`src/sv/asp_pkg.sv`:
```
// ----------------------------------------------------------------------------
// asp_pkg
// Character codes and frame constants for the ASCII setpoint command parser.
// ----------------------------------------------------------------------------
package asp_pkg;

    localparam logic [7:0] CHAR_ANGLE = 8'h41;   // 'A'
    localparam logic [7:0] CHAR_SPEED = 8'h53;   // 'S'
    localparam logic [7:0] CHAR_ZERO  = 8'h30;   // '0'
    localparam logic [7:0] CHAR_ONE   = 8'h31;   // '1'
    localparam logic [7:0] CHAR_NINE  = 8'h39;   // '9'
    localparam logic [7:0] CHAR_TERM  = 8'h3B;   // ';'

    localparam logic [2:0] POS_SIGN   = 3'd2;
    localparam logic [2:0] POS_DIGIT1 = 3'd3;
    localparam logic [2:0] POS_DIGIT2 = 3'd4;
    localparam logic [2:0] FRAME_LEN  = 3'd5;

    localparam logic       KIND_ANGLE = 1'b0;
    localparam logic       KIND_SPEED = 1'b1;

endpackage

```
`src/sv/ascii_setpoint_command_parser.sv`:
```
// ----------------------------------------------------------------------------
// ascii_setpoint_command_parser
// Parses five-byte ASCII frames <A|S><0|1><digit><digit>';' into setpoints.
// ----------------------------------------------------------------------------
// Usage:
//   Input channel (byte_valid, byte_stall, rx_byte) carries one received
//   byte per request. Output channel (result_valid, result_stall, target,
//   new_value, angle_now, speed_now) carries one request per valid frame.
//   Bytes that do not complete a valid frame produce no output request.
//   A frame's final byte is captured in the input register when it is
//   accepted and parsed from there; when it completes a valid frame, its
//   result is captured in the result register, which drives result_valid.
//   Throughput: one byte per cycle while byte_stall is low; the input
//   register is parsed against the frame state combinationally.
//   When the receiver stalls, the result register holds its request; the
//   input register keeps draining bytes that produce no result and only
//   stalls the sender when a finishing byte meets a full, stalled result
//   register.
//   Reset clears frame state and both setpoints to zero and empties both
//   registers.
// ----------------------------------------------------------------------------
module ascii_setpoint_command_parser (
    input  logic              clk,
    input  logic              rst_n,
    input  logic              byte_valid,
    output logic              byte_stall,
    input  logic [7:0]        rx_byte,
    output logic              result_valid,
    input  logic              result_stall,
    output logic              target,
    output logic signed [7:0] new_value,
    output logic signed [7:0] angle_now,
    output logic signed [7:0] speed_now
);
    import asp_pkg::*;

    // input register
    logic       in_valid_reg, in_valid_next;
    logic [7:0] in_byte_reg;

    // frame state
    logic [2:0] byte_count_reg,    byte_count_next;
    logic       frame_started_reg, frame_started_next;
    logic       frame_kind_reg,    frame_kind_next;
    logic       frame_bad_reg,     frame_bad_next;
    logic       negative_sign_reg, negative_sign_next;
    logic [6:0] partial_value_reg, partial_value_next;
    logic [7:0] angle_setpoint_reg, angle_setpoint_next;
    logic [7:0] speed_setpoint_reg, speed_setpoint_next;

    // result register
    logic       out_valid_reg, out_valid_next;
    logic       target_reg;
    logic [7:0] new_value_reg, angle_now_reg, speed_now_reg;

    logic       accept;
    logic       advance;
    logic       emit;
    logic       is_start;
    logic       is_digit;
    logic [2:0] pos;
    logic [6:0] digit;
    logic [7:0] value;

    assign accept     = byte_valid && !byte_stall;
    assign byte_stall = in_valid_reg && !advance;
    assign advance    = in_valid_reg && (!emit || !out_valid_reg || !result_stall);

    always_comb
    begin
        is_start = (in_byte_reg == CHAR_ANGLE) || (in_byte_reg == CHAR_SPEED);
        is_digit = in_byte_reg inside {[CHAR_ZERO:CHAR_NINE]};
        pos      = byte_count_reg + 3'd1;
        digit    = 7'(in_byte_reg - CHAR_ZERO);

        byte_count_next     = byte_count_reg;
        frame_started_next  = frame_started_reg;
        frame_kind_next     = frame_kind_reg;
        frame_bad_next      = frame_bad_reg;
        negative_sign_next  = negative_sign_reg;
        partial_value_next  = partial_value_reg;
        angle_setpoint_next = angle_setpoint_reg;
        speed_setpoint_next = speed_setpoint_reg;
        emit                = 1'b0;
        value = negative_sign_reg ? 8'(8'd0 - {1'b0, partial_value_reg})
                                  : {1'b0, partial_value_reg};

        if (is_start)
        begin
            // restart the frame on any start byte
            byte_count_next    = 3'd1;
            frame_started_next = 1'b1;
            frame_kind_next    = (in_byte_reg == CHAR_SPEED) ? KIND_SPEED : KIND_ANGLE;
            frame_bad_next     = 1'b0;
            negative_sign_next = 1'b0;
            partial_value_next = 7'd0;
        end
        else if (pos != FRAME_LEN)
        begin
            byte_count_next = pos;
            case (pos)
                POS_SIGN:
                begin
                    if (in_byte_reg == CHAR_ZERO)
                        negative_sign_next = 1'b0;
                    else if (in_byte_reg == CHAR_ONE)
                        negative_sign_next = 1'b1;
                    else
                        frame_bad_next = 1'b1;
                end
                POS_DIGIT1:
                begin
                    if (is_digit)
                        partial_value_next = digit;
                    else
                        frame_bad_next = 1'b1;
                end
                POS_DIGIT2:
                begin
                    if (is_digit)
                        partial_value_next = 7'({partial_value_reg, 3'b000})
                                           + 7'({partial_value_reg, 1'b0}) + digit;
                    else
                        frame_bad_next = 1'b1;
                end
                default: ;
            endcase
        end
        else
        begin
            emit = (in_byte_reg == CHAR_TERM) && frame_started_reg && !frame_bad_reg;
            if (emit)
            begin
                if (frame_kind_reg == KIND_SPEED)
                    speed_setpoint_next = value;
                else
                    angle_setpoint_next = value;
            end
            // drop all frame state at the end of a frame
            byte_count_next    = 3'd0;
            frame_started_next = 1'b0;
            frame_kind_next    = 1'b0;
            frame_bad_next     = 1'b0;
            negative_sign_next = 1'b0;
            partial_value_next = 7'd0;
        end
    end

    always_comb
    begin
        if (accept)
            in_valid_next = 1'b1;
        else if (advance)
            in_valid_next = 1'b0;
        else
            in_valid_next = in_valid_reg;

        if (advance && emit)
            out_valid_next = 1'b1;
        else if (!result_stall)
            out_valid_next = 1'b0;
        else
            out_valid_next = out_valid_reg;
    end

    always_ff @(posedge clk or negedge rst_n)
    begin
        if (!rst_n)
        begin
            in_valid_reg       <= 1'b0;
            out_valid_reg      <= 1'b0;
            byte_count_reg     <= 3'd0;
            frame_started_reg  <= 1'b0;
            frame_kind_reg     <= 1'b0;
            frame_bad_reg      <= 1'b0;
            negative_sign_reg  <= 1'b0;
            partial_value_reg  <= 7'd0;
            angle_setpoint_reg <= 8'd0;
            speed_setpoint_reg <= 8'd0;
        end
        else
        begin
            in_valid_reg  <= in_valid_next;
            out_valid_reg <= out_valid_next;
            if (advance)
            begin
                byte_count_reg     <= byte_count_next;
                frame_started_reg  <= frame_started_next;
                frame_kind_reg     <= frame_kind_next;
                frame_bad_reg      <= frame_bad_next;
                negative_sign_reg  <= negative_sign_next;
                partial_value_reg  <= partial_value_next;
                angle_setpoint_reg <= angle_setpoint_next;
                speed_setpoint_reg <= speed_setpoint_next;
            end
        end
    end

    always_ff @(posedge clk)
    begin
        if (accept)
            in_byte_reg <= rx_byte;
        if (advance && emit)
        begin
            target_reg    <= frame_kind_reg;
            new_value_reg <= value;
            angle_now_reg <= angle_setpoint_next;
            speed_now_reg <= speed_setpoint_next;
        end
    end

    assign result_valid = out_valid_reg;
    assign target       = target_reg;
    assign new_value    = new_value_reg;
    assign angle_now    = angle_now_reg;
    assign speed_now    = speed_now_reg;

endmodule

```
`config.mk`:
```
export PLATFORM = sky130hd
export DESIGN_NAME = ascii_setpoint_command_parser
export DESIGN_NICKNAME = d
export VERILOG_FILES = /design/src/sv/asp_pkg.sv /design/src/sv/ascii_setpoint_command_parser.sv
export SDC_FILE = /design/constraint.sdc
export NUM_CORES = 1
export LEC_CHECK = 0
export BUFFER_PORTS_ARGS = -buffer_cell sky130_fd_sc_hd__buf_2
export CAP_MARGIN = 20
export CORE_ASPECT_RATIO = 1.4
export CORE_MARGIN = 10
export CORE_UTILIZATION = 58
export CTS_CLUSTER_DIAMETER = 30
export DETAILED_ROUTE_END_ITERATION = 10
export PLACE_DENSITY = 0.79
export SKIP_LAST_GASP = 1
export SLEW_MARGIN = 30
export SYNTH_ARGS = -nofsm -noshare
export SYNTH_HDL_FRONTEND = slang
export SYNTH_SLANG_ARGS = --single-unit
```
`constraint.sdc`:
```
create_clock -name clk -period 4.4 [get_ports clk]
set_clock_uncertainty 0.2 [all_clocks]
set_input_delay 0.22 -clock clk [delete_from_list [all_inputs] [get_ports clk]]
set_output_delay 0.22 -clock clk [all_outputs]
set_load 0.005 [all_outputs]
```
* Yosys cells after proc, flatten, opt, wreduce, memory -nomap -nowiden
Cells that the tools add are included.
Operators by class: $add $sub $neg 5, magnitude comparators 2, equality and inequality tests 20, mux-type cells 37, reductions and logical operators 22
Operators with widths (number):
- two-way mux 8 bit | 9
- two-way mux 7 bit | 4
- equality test 8 x 6 -> 1 bit, second input constant | 3
- two-way mux 1 bit | 20
- != test 4 bit, second input constant | 5
- equality test 8 x 7 -> 1 bit, second input constant | 2
- adder 7 bit | 2
- one-hot mux 7 bit (2 select lines) | 1
- greater-or-equal comparator 8 x 6 -> 1 bit, second input constant | 1
- <= comparator 8 x 6 -> 1 bit, second input constant | 1
- != test 4 x 2 -> 1 bit, second input constant | 2
- subtractor 1 x 7 -> 8 bit, first input constant | 1
- logical AND 1 bit | 7
- subtractor 7 x 6 -> 7 bit, second input constant | 1
- equality test 3 x 2 -> 1 bit, second input constant | 2
- zero test 1 bit | 6
- two-way mux 3 bit | 2
- AND reduction 5 bit | 1
- != test 4 x 3 -> 1 bit, second input constant | 1
- AND reduction 4 bit | 1
- adder 3 x 1 -> 3 bit, second input constant | 1
- equality test 3 bit, second input constant | 1
- logical OR 1 bit | 3
- != test 3 x 2 -> 1 bit, second input constant | 1
- other kinds (8) | 8
Storage, ports and cells: bits in registers 65, word-level logic and storage cells 101

* Depth between registers and ports, before layout
word-level depth 14, mapped depth 11

* Worst setup path after synthesis
Ideal clock, no wire load.
path kind flip-flop to flip-flop, from register byte_count_reg[0], to register angle_now_reg[0], in the netlist angle_now[0], enable pin, library setup time 438 ps, arrival time 3109 ps, data required time 3762 ps, path slack 653 ps, cell stages (with the launch flop) 7, path buffers 1, period minus slack after synthesis 3747 ps, cells stage by stage dfrtp_1 -> ha_1 -> xor2_2 -> nand4_4 -> o31ai_2 -> clkbuf_1 -> nor3_1
Between the ends: longest elaborated chain between the ends 9
Ends and longest elaborated chain:
- from (decl) | RTL line ascii_setpoint_command_parser.sv:42 | logic [2:0] byte_count_reg, byte_count_next;
- from (signal assigned) | RTL line ascii_setpoint_command_parser.sv:187 | byte_count_reg <= byte_count_next;
- adder 3 x 1 -> 3 bit (*) | RTL line ascii_setpoint_command_parser.sv:73 | pos = byte_count_reg + 3'd1;
- != test 3 bit (*) | RTL line ascii_setpoint_command_parser.sv:98 | else if (pos != FRAME_LEN)
- two-way mux 1 bit (*) | RTL line ascii_setpoint_command_parser.sv:98
- two-way mux 1 bit (*) | RTL line ascii_setpoint_command_parser.sv:88 | if (is_start)
- zero test 1 bit | RTL line ascii_setpoint_command_parser.sv:67 | assign advance = in_valid_reg && (!emit || !out_valid_reg || !result_stall);
- logical OR 1 bit (2 in series) | RTL line ascii_setpoint_command_parser.sv:67
- logical AND 1 bit | RTL line ascii_setpoint_command_parser.sv:67
- logical AND 1 bit (*) | RTL line ascii_setpoint_command_parser.sv:203 | if (advance && emit)
- to (signal assigned) | RTL line ascii_setpoint_command_parser.sv:207 | angle_now_reg <= angle_setpoint_next;
- to (decl) | RTL line ascii_setpoint_command_parser.sv:54 | logic [7:0] new_value_reg, angle_now_reg, speed_now_reg;
Every way passes the cells marked *; elsewhere a longest branch is shown, timed or not. A chain may end at the register's enable or synchronous reset.

* Final worst setup path
from register in_byte_reg[2], to register partial_value_reg[3]
Between the ends: longest elaborated chain between the ends 10, elaborated cells on any way between the ends 26, those cells by class add/sub (2); order compare (2); eq/ne (6); mux (7); reduce/logical (9)
Ends and longest elaborated chain:
- from (decl) | RTL line ascii_setpoint_command_parser.sv:39 | logic [7:0] in_byte_reg;
- from (signal assigned) | RTL line ascii_setpoint_command_parser.sv:202 | in_byte_reg <= rx_byte;
- parallel branches: the longest is 10 deep, another holds subtractor 7 x 6 -> 7 bit
- to (signal assigned) | RTL line ascii_setpoint_command_parser.sv:192 | partial_value_reg <= partial_value_next;
- to (decl) | RTL line ascii_setpoint_command_parser.sv:47 | logic [6:0] partial_value_reg, partial_value_next;
Several ways; the timed one is not identified. The select of a mux whose other input is x is not followed.

==> results.md <==
* Final worst slack at 1360 ps
* Grt ovf at 0
* Syn. warnings at 0
* Power, Total at between 2 and 2.5 mW
* Total GRT Usage at 15.6%
* Largest net degree at the start of global routing at 33
* Maximum clock path buffer count at 2
* P_leak at about 1.7 nW
* Cell area after synthesis at 0.00327 mm^2
* Layout Area Growth over Synthesis at 18.7%
* Hold_ws at roughly 280 ps
* Crit path buf inv count at 0
* Dominant synthesized flop cell: edfxtp_1
* Yosys cell types at 47
* Peak supply drop at 335 uV
* H-tree depth at 3
* Starting Density at 59.7%
* CP max stage delay at 670 ps
* Drt wl/cell at 17.3 um
* Post-synth top area share at roughly 30%
* Total Wirelength at 6540 um
* Status: complete, no violations
* Crit path max fanout at 7
* Clk sinks at 65
* Fill cells at a little under 400
* Crit. End Element: register
* Max-cap violation count at 0
* Final core occ at 70.8%
* DRT Pass-1 Iters at 5
* Core area at 0.00549 mm^2
* Top Layer Used: met4
* Die W at 83.5 um
* Synth async-reset ratio at 49.2%
* Crit path DAT at 3060 ps
* Mean area per synthesized cell at between 10 and 15 um^2
* Met3 wire length at between 300 and 400 um
* CP required at 4430 ps
* GPL Wtd Cong at around 1
* CTS Buf Count at 9
* Crit path time final at 3040 ps
* R2r setup slk at 1360 ps
* Row cnt at 32
* Total nets after synthesis at 280
* # setup viols final at 0
* Post-CTS sizing at 0
* Setup WS pre-CTS at 1560 ps
* Routed vias/inst at 5.56
* Crit-path cells: nor4b_1, a32oi_1, o31ai_1, nor2b_1, mux2_2
* Initial antenna violation count at 0
* Cells after synthesis at 249
* Design Area, Final at 0.00388 mm^2
* Placed Cells at 352
* Fmax at approximately 0.33 GHz
* Clock Pin Slew Worst Setup and Hold Paths at 70 ps
* Max_slew headroom at 51.3%
* Crit path max-delay family: simple AND/OR/NAND/NOR gates
* Final hold viol count at 0
* Met2 wire length at 3660 um
* First-pass GRT wire length at 11,200 um
* Multi-input gate area at 0.00140 mm^2
* Top cells by count, synth: 38 x mux2_2, 33 x edfxtp_1, 32 x dfrtp_1
* Worst-Skew Late Latency at between 300 and 400 ps
* Setup TNS at 0 ps
* Post-synth EDFFs at 33
* Vias in the first global route at 2,249
* Nets at 337
* Sequential fraction of the synthesis area at a little over half
* Synth area leaders: edfxtp_1 30%, dfrtp_1 24%, mux2_2 13%
* Most common cell in the netlist: mux2_2
* Kind of start point of the critical path: register
* Wl on met1 at 2430 um
* Ratio of cells with drive above 1 in the final layout at 33.5%
* Period utilization at 69.0%
* CTS tree: yes
* 1st-iter DRT viols at ~110
* Hold Path Class: in -> async
* Kind of critical path: reg -> reg
* # IOs at 39
* Die area at 0.00909 mm^2
* ANT cells at 0
* Register area at 0.00179 mm^2
* Vias at 2,102
* Yosys reg bits at 65
* DRC at 0
* Worst Max-Slew Pin Slew at roughly 730 ps
* Synth area leader: edfxtp_1
* Final Non-Filler Cells at 378
* Root Buffer: clkbuf_8
* Post-DP Area at 0.00354 mm^2
* Port Buffers at 38
* RSZ-0062 raised after global routing: no
* Post-route ant nets at 0
* Die Y at between 100 and 150 um
* Slowest-stage cell, CP: nor4b_1
* Post-DP HPWL at between 4000 and 5000 um
* P per Cell Area at 515 mW/mm^2
* Max Slew Vio Count at 0
[worst register-to-register path: cells and delay by family (launching register included)]
kind            cells  cell delay (ps)
simple gates        2             1250
mux                 1              420
flops               1              490
compound gates      2              570
[layout make-up]
cell class              instances  share of cell area, %
well taps                      68                   2.19
repair buffers                 51                   8.12
multi-input cells             163                   36.1
clock buffers                   9                   3.19
clock inverters                 6                   2.77
inverters                      16                   1.55
flip-flops and latches         65                   46.1
[cell usage in the layout, fill, tap and decap left out, drive strengths merged, types with 4 or more instances in the layout]
cell type	n
a21oi	8
buf	40
clkbuf	9
dfrtp	32
dlygate4sd3	11
edfxtp	33
fa	4
ha	15
inv	16
mux2	38
mux2i	4
nand2	20
nand3	7
nor2	7
nor3	6
o21ai	10
o31ai	4
xnor2	7
[what timing repair did]
item / CTS / global route
hold endpoints to repair: 42 / 0
hold buffers: 11 / 0
buffers inserted: 0 / 0
[power by group]
| group | switching (mW) | internal [mW] |
|---|---|---|
| Combinational | 0.352 | 0.272 |
| Clock | 0.221 | 0.371 |
| Sequential | 0.0806 | 0.705 |
[path summary, 6_finish.rpt]
path | from | endpoint | cells after the start
worst max-delay path | in_byte_reg[2] | partial_value_reg[3] | 5
worst min-delay path | rst_n | angle_setpoint_reg[5] | 2
worst max register to register | in_byte_reg[2] | partial_value_reg[3] | 5
worst min register to register | speed_setpoint_reg[7] | speed_setpoint_reg[7] | 1
max in group asynchronous | rst_n | byte_count_reg[1] | 2
min in group clk | speed_setpoint_reg[7] | speed_setpoint_reg[7] | 1
[metal layers]
layer | vias up | GRT usage [%]
met5 | - | 0
met2 | 64 | 29.6
met4 | 0 | 6.12
met1 | 1006 | 15.2
li1 | 1016 | -
met3 | 16 | 5.15
[cell families (layout without fill, tap and decap cells)]
kind of cell    Yosys count  after routing  share of synthesized area, %
xor+xnor                 10             10                          3.33
mux                      42             42                          14.3
flops                    65             65                          54.7
compound gates           34             34                          6.88
fa+ha+maj                19             19                          8.18
buf+inv                  21             82                          2.60
simple gates             58             58                          9.98
No activity file was read; power rests on OpenSTA's default activity.
